$ cat src/sv/lfsa_pkg.sv
package lfsa_pkg;

  // request operation codes
  localparam logic OP_ALLOC   = 1'b0;
  localparam logic OP_RELEASE = 1'b1;

  // response status codes
  localparam logic [1:0] ST_OK           = 2'd0;
  localparam logic [1:0] ST_NONE_FREE    = 2'd1;
  localparam logic [1:0] ST_ALREADY_FREE = 2'd2;

  typedef struct packed {
    logic       operation;
    logic [9:0] slot_index;
  } req_t;

  typedef struct packed {
    logic [9:0] granted_slot;
    logic [1:0] status;
  } resp_t;

  typedef enum logic [2:0] {
    S_IDLE,
    S_ROOT,
    S_PRE,
    S_KTH,
    S_CHK,
    S_UPD
  } state_t;

endpackage

$ cat src/sv/lfsa_ctrl.sv
module lfsa_ctrl import lfsa_pkg::*; #(
  parameter int SLOTS = 1024
) (
  input  logic                         clk,
  input  logic                         rst,
  input  logic                         go,
  input  req_t                         req,
  output logic                         idle,
  output logic [$clog2(SLOTS):0]       raddr,
  input  logic [$clog2(SLOTS+1)-1:0]   rdata,
  output logic                         we,
  output logic [$clog2(SLOTS):0]       waddr,
  output logic [$clog2(SLOTS+1)-1:0]   wdata,
  output logic                         fin,
  output resp_t                        resp
);

  localparam int H  = $clog2(SLOTS);
  localparam int AW = H + 1;
  localparam int CW = $clog2(SLOTS + 1);
  localparam int QW = ((H > 10) ? H : 10) + 1;

  state_t        state, state_next;
  logic [AW-1:0] node, node_next;
  logic [H-1:0]  qsh, qsh_next;
  logic [CW-1:0] below, below_next;
  logic [CW-1:0] total, total_next;
  logic [CW-1:0] k, k_next;
  logic [QW-1:0] slot, slot_next;
  logic          rel, rel_next;

  logic [QW-1:0] q_wide;
  logic [CW-1:0] below_add;
  logic          go_right;
  logic [AW-1:0] child;

  assign q_wide = QW'(req.slot_index);
  assign idle   = (state == S_IDLE);

  always_ff @(posedge clk) begin
    if (rst) begin
      state <= S_IDLE;
    end else begin
      state <= state_next;
    end
  end

  always_ff @(posedge clk) begin
    node  <= node_next;
    qsh   <= qsh_next;
    below <= below_next;
    total <= total_next;
    k     <= k_next;
    slot  <= slot_next;
    rel   <= rel_next;
  end

  always_comb begin
    state_next = state;
    node_next  = node;
    qsh_next   = qsh;
    below_next = below;
    total_next = total;
    k_next     = k;
    slot_next  = slot;
    rel_next   = rel;
    raddr      = node;
    we         = 1'b0;
    waddr      = node;
    wdata      = rel ? (rdata + CW'(1)) : (rdata - CW'(1));
    fin        = 1'b0;
    resp       = '{granted_slot: slot[9:0], status: ST_OK};
    below_add  = below;
    go_right   = 1'b0;
    child      = node;

    case (state)
      S_IDLE: begin
        if (go) begin
          rel_next   = (req.operation == OP_RELEASE);
          slot_next  = q_wide;
          qsh_next   = q_wide[H-1:0];
          below_next = '0;
          if (req.operation == OP_RELEASE) begin
            node_next = AW'(1 << H) | AW'(q_wide[H-1:0]);
            raddr     = AW'(1 << H) | AW'(q_wide[H-1:0]);
            if (q_wide >= QW'(SLOTS)) begin
              fin  = 1'b1;
              resp = '{granted_slot: req.slot_index, status: ST_ALREADY_FREE};
            end else begin
              state_next = S_CHK;
            end
          end else begin
            node_next = AW'(1);
            raddr     = AW'(1);
            if (q_wide >= QW'(SLOTS)) begin
              fin  = 1'b1;
              resp = '{granted_slot: 10'd0, status: ST_NONE_FREE};
            end else begin
              state_next = S_ROOT;
            end
          end
        end
      end

      S_ROOT: begin
        total_next = rdata;
        raddr      = {node[H-1:0], 1'b0};
        state_next = S_PRE;
      end

      // prefix count along the path of the start index
      S_PRE: begin
        go_right  = qsh[H-1];
        below_add = go_right ? (below + rdata) : below;
        child     = {node[H-1:0], go_right};
        qsh_next  = qsh << 1;
        if (child[H]) begin
          if (below_add >= total) begin
            fin        = 1'b1;
            resp       = '{granted_slot: 10'd0, status: ST_NONE_FREE};
            state_next = S_IDLE;
          end else begin
            k_next     = below_add + CW'(1);
            node_next  = AW'(1);
            raddr      = AW'(2);
            state_next = S_KTH;
          end
        end else begin
          below_next = below_add;
          node_next  = child;
          raddr      = {child[H-1:0], 1'b0};
        end
      end

      // descent to the k-th free leaf
      S_KTH: begin
        go_right  = (k > rdata);
        child     = {node[H-1:0], go_right};
        node_next = child;
        if (go_right) begin
          k_next = k - rdata;
        end
        if (child[H]) begin
          slot_next  = QW'(child[H-1:0]);
          raddr      = child;
          state_next = S_UPD;
        end else begin
          raddr = {child[H-1:0], 1'b0};
        end
      end

      S_CHK: begin
        if (rdata != '0) begin
          fin        = 1'b1;
          resp       = '{granted_slot: slot[9:0], status: ST_ALREADY_FREE};
          state_next = S_IDLE;
        end else begin
          raddr      = node;
          state_next = S_UPD;
        end
      end

      // leaf to root read-modify-write, one level a cycle
      S_UPD: begin
        we = 1'b1;
        if (node == AW'(1)) begin
          fin        = 1'b1;
          resp       = '{granted_slot: slot[9:0], status: ST_OK};
          state_next = S_IDLE;
        end else begin
          node_next = node >> 1;
          raddr     = node >> 1;
        end
      end

      default: begin
        state_next = S_IDLE;
      end
    endcase
  end

endmodule

$ cat config.mk
export PLATFORM = sky130hd
export DESIGN_NAME = lfsa_ctrl
export DESIGN_NICKNAME = d
export VERILOG_FILES = /design/src/sv/lfsa_pkg.sv /design/src/sv/lfsa_ctrl.sv
export SDC_FILE = /design/constraint.sdc
export NUM_CORES = 1
export LEC_CHECK = 0
export BUFFER_PORTS_ARGS = -buffer_cell sky130_fd_sc_hd__buf_2
export CAP_MARGIN = 20
export CORE_ASPECT_RATIO = 0.75
export CORE_UTILIZATION = 45
export CTS_BUF_LIST = sky130_fd_sc_hd__clkbuf_4 sky130_fd_sc_hd__clkbuf_8 sky130_fd_sc_hd__clkbuf_16
export CTS_CLUSTER_DIAMETER = 50
export DETAILED_ROUTE_END_ITERATION = 6
export GPL_TIMING_DRIVEN = 0
export PLACE_DENSITY = 0.75
export SYNTH_ARGS = -nofsm -noshare
export SYNTH_HDL_FRONTEND = slang
export SYNTH_SLANG_ARGS = --single-unit
$ cat constraint.sdc
create_clock -name clk -period 9.5 [get_ports clk]
set_input_delay 1.425 -clock clk [delete_from_list [all_inputs] [get_ports clk]]
set_output_delay 1.425 -clock clk [all_outputs]
set_load 0.01 [all_outputs]
==> reports/qor.yml <==
final_common_cell: "nand2_1"
crit_path_start_kind: "input pin"
cts_made_buffers: 9
clk-insertion-delay-late_ns: 0.34
synth_cells: 684
initial_utilization: 0.469
drv_cap: 0
antennaDiodeCount: 0
portBuffers: 72
via_per_inst: 6.01
synthArstFlopShare: 0
finalCritPeriodShare: 0.771
switching_share: 0.420
final_area_sq_um: 6760
cts.sinks: 68
die_h_um: 101
nFillCells: 1180
htree_levels: 3
grt_max_degree: 13
critPathKind: "input pin to output pin"
placed_area_sq_um: 6440
finalSetupViolCount: 0
synthXorXnorAreaFrac: 0.0299
combinationalPowerShare: 0.484
synth_edf_count: 65
clkPwrFrac: 0.231
layout_common_cells: "93 x nand2_1, 74 x buf_2, 65 x edfxtp_1"
grt_pass1_wl_mm: 28.1
status: "finished, violations left"
slowest_stage: "a211oi_2"
max_freq_ghz: 0.136
r2r_setup_slack_ns: 4.19
power_mw: 1.58
internal_power_uw: 916
hp-class: "flop to flop"
routedWlPerCell_um: 18.9
ctsHoldBuffers: 0
cp_cell_sequence: "buf_2 > ha_1 > fa_1 > a211o_1 > a31oi_1 > nor4b_1 > a211oi_2 > inv_1 > ha_1 > a21o_1 > a21o_1 > a21o_1 > nor3_1 > o21a_1 > or3_1 > buf_4 > buf_2 > o221ai_1 > buf_2"
drv_slew: 0
required_ns: 8.08
cts_buffer_depth: 2
die_area_sq_um: 13500
worst_slack_ns: 2.17
synthMuxAreaShare: 0.0143
leakage_nw: 2.95
violations: "DRC"
die_w_um: 134
r2r-start: "below[0]$_SDFFCE_PN0P_"
cts-root-buf: "clkbuf_16"
drt_first_iter_violations: 865
tritoncts: "done"
dp_slack_ns: 2.25
synth_seq_cells: 68
final_util: 0.542
p_sw_uw: 662
synth_area_sq_um: 5850
synthSimpleGateAreaFrac: 0.202
yosysWarningCount: 0
cp_max_fo: 10
power_density_nw_per_um2: 233
rows: 35
grt_setup_unrepaired: "no"
grt_antenna_before_repair: 0
dr.pass1.iters: 7
setup.worst_path.start: "rdata[0]"
dr_total_vias: 5645
synthAdderAreaFrac: 0.100
hpwl_mm: 13.3
clock_skew_ns: 0.0103
fin_crit_ns: 7.33
drc: 8
hold_viol_final: 0
post_cts_resized: 0
cp.arrival_ns: 5.90
fin_nets: 839
post_cts_buffers: 0
clk_pin_slew_ns: 0.05
synth_cell_types: 81
drive_gt1_frac: 0.169
io_pins: 73
ir_drop_mv: 0.129
ys_seq_area_frac: 0.344
areaGrowthSynthToFinish_pct: 15.5
sequentialPowerShare: 0.285
avgSynthCellArea_sq_um: 8.56
critical_path.top_delay_family: "compound AO/OA/AOI/OAI gates"
final_antenna_net_count: 0
synth_ff_type: "edfxtp_1"
gp_congestion: 0.960
synth-compound-area-share: 0.245
grt.overflow.total: 0
wl_mm: 17.7
synth_nets: 754
critPathMaxStageDelay_ns: 0.51
setup_tns_ns: 0
worstSetupEndpointType: "output pin"
grt_pass1_vias: 5116
synth_top_family_by_area: "compound AO/OA/AOI/OAI gates"
min_from: "qsh[4]$_DFFE_PP_"
core-area_sq_um: 12500
worst_slew_pin_slew_ns: 0.902
grt.total_usage: 0.272
relSlewSlack: 0.395
path_buf_inv: 5
-- synth_stat cells (3+ instances only) --
cell / number / area [sq um]
a211o_1: 3 / 26.3
a211oi_1: 7 / 52.6
a211oi_2: 3 / 37.5
a21o_1: 12 / 90.1
a21oi_1: 50 / 250
a222oi_1: 9 / 90.1
a22o_1: 3 / 26.3
a31o_2: 4 / 35.0
a31oi_1: 10 / 62.6
and2_1: 16 / 100
and3_1: 3 / 18.8
buf_6: 3 / 33.8
clkbuf_1: 25 / 93.8
dfxtp_1: 3 / 60.1
edfxtp_1: 65 / 1950
fa_1: 3 / 60.1
ha_1: 42 / 526
inv_1: 56 / 210
inv_2: 3 / 11.3
mux2i_1: 7 / 70.1
nand2_1: 93 / 349
nand2b_1: 4 / 25.0
nand3_1: 5 / 25.0
nand4_1: 6 / 37.5
nor2_1: 48 / 180
nor2b_1: 7 / 43.8
nor3_1: 16 / 80.1
nor3_2: 3 / 30.0
nor4_1: 7 / 43.8
o211ai_1: 6 / 45.0
o21a_1: 5 / 37.5
o21ai_0: 58 / 290
o21ai_1: 4 / 20.0
o21bai_1: 3 / 22.5
o22ai_1: 6 / 37.5
o31a_1: 3 / 26.3
or3_1: 6 / 37.5
xnor2_1: 10 / 87.6
xor2_1: 10 / 87.6
-- kinds of logic after synthesis --
logic type / after synthesis
simple gates: 237
fa+ha+maj: 45
flops: 68
mux: 8
buf+inv: 93
xor+xnor: 20
compound gates: 213
-- sequential cells by signal (all words and copies together), names as in the netlist --
signal	cells
waddr	11
rel	1
total	11
qsh	10
state	3
slot	10
below	11
k	11
-- path summary, 6_finish.rpt --
check	to	cells after the start
max	raddr[5]	19
min	qsh[5]$_DFFE_PP_	2
max reg2reg	waddr[10]$_DFFE_PP_	17
min reg2reg	qsh[5]$_DFFE_PP_	2
-- power groups by stage --
stage	clock network, mW	registers, mW	logic (mW)
global route	0.377	0.456	0.834
global placement	0	0.454	0.728
floorplan	0	0.453	0.508
detailed placement	0	0.455	0.740
finish	0.364	0.450	0.764
CTS	0.364	0.449	0.745
-- through the flow --
stage / std cells / hold WS, ns
after floorplan: 684 / 0.484
after global placement: 922 / 0.487
after detailed placement: 924 / 0.501
after CTS: 940 / 0.514
after global routing: 940 / 0.547
final: 940 / 0.513
-- tightest hold or removal path, cell delays in order (launching register included) --
cell and delay, ns:
edfxtp_1 0.32, nand2_1 0.05, nand2_1 0.05
-- routing by layer --
layer  part of all wire  global-route usage  vias to the layer above
met1               0.48               0.410                     2653
met3               0.10              0.0664                       20
met5                  0                   0                        -
li1                   -                   -                     2684
met4              0.011              0.0664                        0
met2               0.41               0.383                      288
-- layout make-up --
cell class	count	area (sq um)	share of cell area
Tap cell	166	208	0.0307
Clock buffer	9	225	0.0333
Timing Repair Buffer	74	379	0.0561
Inverter	61	234	0.0346
Buffer	32	149	0.0220
Multi-Input combinational cell	523	3460	0.512
Clock inverter	7	90.1	0.0133
Sequential cell	68	2010	0.298
(Power assumes the default switching activity.)
