<file path="config.mk">
export PLATFORM = sky130hd
export DESIGN_NAME = lfsa_init
export DESIGN_NICKNAME = d
export VERILOG_FILES = /design/src/sv/lfsa_init.sv
export SDC_FILE = /design/constraint.sdc
export NUM_CORES = 1
export LEC_CHECK = 0
export BUFFER_PORTS_ARGS = -buffer_cell sky130_fd_sc_hd__buf_2
export CORE_MARGIN = 2
export CORE_UTILIZATION = 60
export CTS_CLUSTER_DIAMETER = 100
export DETAILED_ROUTE_END_ITERATION = 8
export PLACE_DENSITY = 0.81
export SYNTH_ARGS = -nofsm -noshare
export SYNTH_HDL_FRONTEND = slang
export SYNTH_SLANG_ARGS = --single-unit
</file>
<file path="constraint.sdc">
create_clock -name clk -period 10.55 [get_ports clk]
set_input_delay 0 -clock clk [delete_from_list [all_inputs] [get_ports clk]]
set_output_delay 0 -clock clk [all_outputs]
set_load 0.02 [all_outputs]
</file>
<file path="src/sv/lfsa_init.sv">
module lfsa_init #(
  parameter int SLOTS = 1024
) (
  input  logic                         clk,
  input  logic                         rst,
  output logic                         init_done,
  output logic                         we,
  output logic [$clog2(SLOTS):0]       waddr,
  output logic [$clog2(SLOTS+1)-1:0]   wdata
);

  localparam int H  = $clog2(SLOTS);
  localparam int NW = H + 1;
  localparam int LW = $clog2(H + 1);
  localparam int CW = $clog2(SLOTS + 1);

  logic [LW-1:0] lvl;
  logic [H-1:0]  idx;
  logic [LW-1:0] down;
  logic [NW-1:0] span;
  logic [NW-1:0] first_leaf;
  logic [NW-1:0] size;
  logic [NW-1:0] remain;
  logic [NW-1:0] count;
  logic          last_in_level;

  // one node per cycle, level by level from the root
  always_comb begin
    down          = LW'(H) - lvl;
    span          = NW'(1) << lvl;
    last_in_level = ({1'b0, idx} == (span - NW'(1)));
    first_leaf    = {1'b0, idx} << down;
    size          = NW'(1) << down;
    remain        = NW'(SLOTS) - first_leaf;
    if (first_leaf >= NW'(SLOTS)) begin
      count = '0;
    end else if (remain < size) begin
      count = remain;
    end else begin
      count = size;
    end
  end

  assign we    = !init_done;
  assign waddr = span | {1'b0, idx};
  assign wdata = CW'(count);

  always_ff @(posedge clk) begin
    if (rst) begin
      init_done <= 1'b0;
      lvl       <= '0;
      idx       <= '0;
    end else if (!init_done) begin
      if (last_in_level) begin
        idx <= '0;
        if (lvl == LW'(H)) begin
          init_done <= 1'b1;
        end else begin
          lvl <= lvl + LW'(1);
        end
      end else begin
        idx <= idx + H'(1);
      end
    end
  end

endmodule

</file>
==> results.yml, run 1 <==
synthesis:
  yosysTopAreaCell: "dfxtp_1"
  netlist.area_leader.share: 0.110
  synthTopCellsByCount: "nor2_1 (36), nand2_1 (29), clkbuf_1 (22)"
  synth-seq-cells: 15
  synth_flop_cell: "dfxtp_1"
  syn_nets: 388
  synth.most_common_cell: "nor2_1"
  synth-seq-area-share: 0.110
  syn_inst: 365
  syn_avg_cell_area_um2: 7.46
  synthTopCellsByArea: "dfxtp_1 (11%), ha_1 (9.7%), nor2_1 (5.0%), mux4_1 (4.8%), xor2_1 (4.8%)"
  netlist_area_mm2: 0.00272
  ys_types: 67
  async_reset_ff_frac: 0
  ys_warn_count: 0
  synth_edf_count: 0
setup_path:
  arrival_ns: 6.33
  r2r_slack_ns: 6.14
  reg2reg_depth: 10
  cp_max_fo: 24
  slowest_stage: "dfxtp_1"
  worstSetupEndpointType: "primary output"
  max_stage_delay_ns: 0.84
  cp_cell_sequence: "inv_1 > ha_1 > mux4_1 > or4_1 > nor2_1 > o221ai_2 > nor3_1 > xor2_1 > ha_1 > nand4_1 > nor2_1 > a211oi_1 > nand3_1 > o32a_1 > o22ai_1 > buf_2"
  required_ns: 10.55
  worstSetupStartpointType: "flop"
  reg2reg_to: "idx[9]"
  reg2reg_from: "lvl[0]"
  crit_type: "flop to primary output"
global_routing:
  met1_usage: 0.412
  grt_pass1_vias: 2458
  grt_first_pass_wirelength_mm: 12.0
  grt_max_degree: 28
  grt_use_total: 0.288
  gr-total-overflow: 0
  grt-busiest-layer: "met2"
  use_met3: 0.0366
  use_met2: 0.455
  antenna_found_initial: 0
finish:
  final_cell_count_no_fill: 413
  drive_gt1_frac: 0.136
  nets: 385
  area_delta_synth_final_pct: 3.35
  design_area_mm2: 0.00281
  antenna_cells: 0
floorplan:
  fp.dieH_um: 71.4
  initial_core_util: 0.625
  fp-row-count: 24
  die_width_um: 71.4
  io-pin-count: 26
  die_area_mm2: 0.00509
  fp.coreArea_mm2: 0.00435
worst_hold_path:
  hold_class: "primary input to flop"
  hold_path_end: "init_done"
  holdPathStages: 2
  holdCritStartpoint: "rst"
detailed_routing:
  routedWlPerCell_um: 17.2
  via_per_inst: 6.61
  drt_wl_total_mm: 7.11
  drtIter0Drc: 345
  drt-pass1-iter-count: 5
  drc: 0
  ant_nets: 0
  vias: 2728
cts:
  cts_tree: "built"
  cts_root_buffer: "clkbuf_8"
  cts_hold_buf: 0
  clockBufferDepth: 2
  numCtsBuffers: 3
  cts_setup_buffers: 0
  clkLatencyLatePin_ns: 0.25
  cts.sinks: 15
  clk_pin_slew_worst_paths_ns: 0.07
  cts.htree.levels: 1
  post_cts_resized: 0
power:
  internal-power_uw: 266
  combPwrFrac: 0.780
  seqPwrFrac: 0.140
  peakVddDrop_mv: 0.152
  leakage_uw: 0.00120
  switching_share: 0.564
  p_per_area_mw_per_mm2: 216
  p_switching_uw: 343
  clockPowerShare: 0.080
placement:
  placed_area_mm2: 0.00277
  port_buffers: 25
  place.gp.congestion: 0.976
  pre_cts_slack_ns: 4.59
  placedCellCount: 409
  dp_hpwl_mm: 5.27
sta:
  rsz0062_at_grt: "false"
  fin_ws_ns: 4.22
  slew_headroom: 0.375
  skew_ns: 0.00776
  worst_slew_pin_slew_ns: 0.936
  max_freq_mhz: 158
  setup_viol: 0
  fin_hold_ws_ns: 0.140
  slew_viol_final: 0
  fin_crit_sh: 0.600
  period_needed_ns: 6.33
  fin_setup_tns_ns: 0
  finalHoldViolations: 0
run_status:
  run_status: "finished, final reports clean"
run:
  drv_cap: 0
flip-flops by register name, indices dropped and copies added, names as in the netlist:
register,flops
idx,10
lvl,4
init_done,1
layout by cell type (no fill, tap or decap), types with 3 or more instances in the layout:
cell and count:
a21boi_0 3, nand4_1 5, nor2b_1 6, o211ai_1 4, o2111ai_1 4, nor3_1 17
mux2_2 5, o22ai_1 5, mux2i_1 8, buf_2 25, o21ai_0 13, mux4_1 5
clkbuf_8 3, ha_1 21, xnor2_1 10, nor2_1 36, a21o_1 7, or2_2 3
inv_1 10, nand3_1 16, a31oi_1 3, xor2_1 15, nor3b_1 3, a211oi_1 5
nand2_1 29, dfxtp_1 15, nand2b_1 14, and2_1 4, a21oi_1 15, a211oi_2 4
power groups by stage:
stage	Sequential (uW)	Combinational, uW	Clock [uW]
2_1_floorplan	68.2	399	0
3_3_place_gp	85.0	458	0
3_5_place_dp	85.9	468	0
4_1_cts	84.7	469	49.0
5_1_grt	87.4	520	50.7
6_report	85.3	475	48.5
how the worst max path moves through the flow:
stage | start | endpoint | slack, ns
finish | lvl[0] | wdata[9] | 4.22
global route | lvl[0] | wdata[9] | 3.73
CTS | lvl[0] | wdata[9] | 4.29
detailed placement | lvl[0] | wdata[9] | 4.59
global placement | lvl[0] | wdata[9] | 4.80
floorplan | lvl[0] | wdata[0] | 5.65
per-stage QoR:
| stage | util | total power (uW) |
|---|---|---|
| 2_1_floorplan | - | 468 |
| 3_3_place_gp | 0.635 | 543 |
| 3_5_place_dp | 0.635 | 554 |
| 4_1_cts | 0.646 | 603 |
| 5_1_grt | 0.646 | 658 |
| 6_report | 0.646 | 609 |
worst max-delay path: cells and delay by family (launching register included):
family                     cells  cell delay [ns]
DFF                            1             0.84
adders and majority gates      2             1.00
muxes                          1             0.72
buffers and inverters          2             0.36
and+or+nand+nor                6             1.79
xor gates and xnor gates       1             0.20
AOI/OAI and AO/OA              4             1.14
layer usage:
layer	vias to the layer above	wire length, um
li1	1333	-
met1	1281	3290
met2	103	3290
met3	11	433
met4	0	93
met5	-	0
cells by family (layout without fill, tap and decap cells):
family	Yosys count	after routing	synth area share
buffers and inverters	43	39	0.0680
xor gates and xnor gates	25	25	0.0804
and+or+nand+nor	153	153	0.301
AOI/OAI and AO/OA	89	89	0.237
adders and majority gates	21	21	0.0965
DFF	15	15	0.110
muxes	19	19	0.107
cell type report:
cell class	count	area, um^2
Sequential cell	15	300
Tap cell	52	65.1
Inverter	10	37.5
Fill cell	379	1540
Timing Repair Buffer	25	125
Clock buffer	3	41.3
Multi-Input combinational cell	307	2240
Clock inverter	1	7.51
No activity file was read; power rests on OpenSTA's default activity.
==> run 2, diff against run 1 <==
--- a/config.mk
+++ b/config.mk
@@ -5,12 +5,13 @@
 export SDC_FILE = /design/constraint.sdc
 export NUM_CORES = 1
 export LEC_CHECK = 0
+export ABC_AREA = 1
 export BUFFER_PORTS_ARGS = -buffer_cell sky130_fd_sc_hd__buf_2
 export CORE_MARGIN = 2
-export CORE_UTILIZATION = 60
+export CORE_UTILIZATION = 55
 export CTS_CLUSTER_DIAMETER = 100
 export DETAILED_ROUTE_END_ITERATION = 8
-export PLACE_DENSITY = 0.81
+export PLACE_DENSITY = 0.78
 export SYNTH_ARGS = -nofsm -noshare
 export SYNTH_HDL_FRONTEND = slang
 export SYNTH_SLANG_ARGS = --single-unit
==> constraint.sdc (replaced) <==
create_clock -name clk -period 5.5 [get_ports clk]
set_input_delay 0 -clock clk [delete_from_list [all_inputs] [get_ports clk]]
set_output_delay 0 -clock clk [all_outputs]
set_load 0.02 [all_outputs]
==> run 2 against run 1 <==
  * Flip-flop and latch count unchanged
  * Worst hold slack got worse by 0.068 ns
  * Die area increased by 3.5%
  * Sequential power increased by 69%
  * Critical endpoint is now wdata[0]
  * First-iteration DRC count decreased by 4.3%
  * Critical path depth increased by 7
  * Largest cell class unchanged
  * Non-clock buffer count unchanged
  * Via count increased by 13%
==> results.yml, run 2 <==
run_status:
  run_status: "finished, final reports clean"
setup_path:
  max_stage_delay_ns: 0.66
  worstSetupStartpointType: "flop"
  arrival_ns: 4.86
  required_ns: 5.50
  crit_type: "flop to primary output"
  reg2reg_depth: 14
  cp_cell_sequence: "inv_1 > ha_1 > nand3_1 > nor2_1 > inv_1 > ha_1 > nand2_1 > nor2_4 > nand3_2 > o21bai_1 > and2_1 > ha_1 > nand2_1 > inv_1 > nand3_1 > nor3_1 > nand2_1 > nand2_1 > inv_1 > nand2_1 > o21ai_0 > nor2_1 > buf_2"
  path_common_cell: "nand2_1"
  slowest_stage: "ha_1"
  cp_max_fo: 18
  worstSetupEndpointType: "primary output"
finish:
  antenna_cells: 0
  largest_reg_flops: 10
  area_delta_synth_final_pct: 5.85
  layout_common_cells: "nand2_1 (185), inv_1 (55), nor2_1 (48)"
  drive_gt1_frac: 0.103
  top_register: "idx"
  final_cell_count_no_fill: 547
  layout_commonest_cell: "nand2_1"
  top_regs: "idx: 10 flops, lvl: 4 flops, init_done: 1 flops"
  nets: 519
synthesis:
  synth-seq-area-share: 0.116
  synth_edf_count: 0
  ys_warn_count: 0
  synth.most_common_cell: "nand2_1"
  yosysTopAreaCell: "nand2_1"
  async_reset_ff_frac: 0
  synthTopCellsByCount: "nand2_1 (185), inv_1 (55), nor2_1 (48)"
  netlist_area_mm2: 0.00259
  syn_avg_cell_area_um2: 5.39
  ys_types: 31
  synthTopCellsByArea: "nand2_1 (27%), dfxtp_1 (12%), ha_1 (10%), nand3_1 (9.1%), inv_1 (8.0%)"
  synth-seq-cells: 15
  netlist.area_leader.share: 0.268
  syn_nets: 503
  synth_flop_cell: "dfxtp_1"
  syn_inst: 480
cts:
  cts_hold_buf: 0
  cts_tree: "built"
  clkLatencyLatePin_ns: 0.25
  numCtsBuffers: 3
  cts_root_buffer: "clkbuf_8"
  cts.htree.levels: 1
  cts.sinks: 15
  clk_pin_slew_worst_paths_ns: 0.06
  post_cts_resized: 0
  cts_setup_buffers: 0
  clockBufferDepth: 2
floorplan:
  io-pin-count: 26
  die_area_mm2: 0.00527
  die_width_um: 72.6
  initial_core_util: 0.582
  fp-row-count: 24
  fp.coreArea_mm2: 0.00444
  fp.dieH_um: 72.6
sta:
  fin_crit_sh: 0.883
  finalHoldViolations: 0
  slew_viol_final: 0
  worst_slew_pin_slew_ns: 0.561
  fin_setup_tns_ns: 0
  slew_headroom: 0.625
  skew_ns: 0.00437
  setup_viol: 0
  rsz0062_at_grt: "false"
  period_needed_ns: 4.86
  max_freq_mhz: 206
global_routing:
  antenna_found_initial: 0
  grt_max_degree: 19
  grt_first_pass_wirelength_mm: 11.7
  grt_use_total: 0.276
  grt_pass1_vias: 2581
  gr-total-overflow: 0
power:
  p_per_area_mw_per_mm2: 510
  leakage_uw: 0.00167
  peakVddDrop_mv: 0.338
detailed_routing:
  routedWlPerCell_um: 12.7
  drc: 0
  drtIter0Drc: 330
  vias: 3083
  via_per_inst: 5.64
  ant_nets: 0
  drt_wl_total_mm: 6.93
  drt-pass1-iter-count: 5
worst_hold_path:
  hold_class: "primary input to flop"
  holdPathStages: 2
run:
  drv_cap: 0
placement:
  port_buffers: 25
  dp_hpwl_mm: 5.67
  place.gp.congestion: 0.891
  placedCellCount: 543
## run 2: where the power goes
group / leakage, uW / internal, uW / switching (uW)
registers: 0.000121 / 121 / 22.4
logic: 0.00153 / 370 / 795
clock network: 0.0000228 / 51.3 / 37.5
## run 2: worst paths after layout
| kind | endpoint | from | slack [ns] |
|---|---|---|---|
| setup / recovery | wdata[0] | lvl[0] | 0.64 |
| hold / removal | lvl[1] | rst | 0.07 |
| setup reg to reg | idx[2] | lvl[0] | 2.36 |
| hold reg to reg | idx[1] | init_done | 0.53 |
## run 2: logic make-up after synthesis
logic type,Yosys count,synth area share
flip-flops,15,0.116
AND/OR/NAND/NOR,325,0.549
adder cells (fa/ha/maj),21,0.101
AO/OA/AOI/OAI,35,0.0686
buffers and inverters,71,0.115
XOR/XNOR,13,0.0498
## run 2: per-stage QoR
stage / area, um^2 / setup WS (ns) / utilization / hold slack, ns / total power, uW
3_3_place_gp: 2700 / 1.18 / 0.606 / 0.320 / 1260
5_1_grt: 2740 / 0.0639 / 0.617 / 0.0747 / 1540
6_report: 2740 / 0.642 / 0.617 / 0.0721 / 1400
4_1_cts: 2740 / 0.736 / 0.617 / 0.0648 / 1380
3_5_place_dp: 2700 / 1.02 / 0.606 / 0.329 / 1290
2_1_floorplan: 2590 / 1.89 / - / 0.203 / 1030
## run 2: layout make-up
| type | instances | area (um^2) |
|---|---|---|
| inverters | 57 | 214 |
| repair buffers | 25 | 125 |
| clock buffers | 4 | 45.0 |
| multi-input cells | 394 | 1990 |
| flip-flops and latches | 15 | 300 |
| fillers | 436 | 1700 |
| well taps | 52 | 65.1 |
## run 2: critical path, delay by kind of cell (launching register included)
family                     cells  cell delay (ns)
AOI/OAI and AO/OA              2             0.16
adders and majority gates      3             1.17
buffers and inverters          5             0.82
DFF                            1             0.62
and+or+nand+nor               13             1.83
## run 2: routing by layer
layer	share of wire	track usage
met5	0	0
met2	0.43	0.421
met3	0.076	0.0359
met1	0.48	0.416
met4	0.013	0.0535
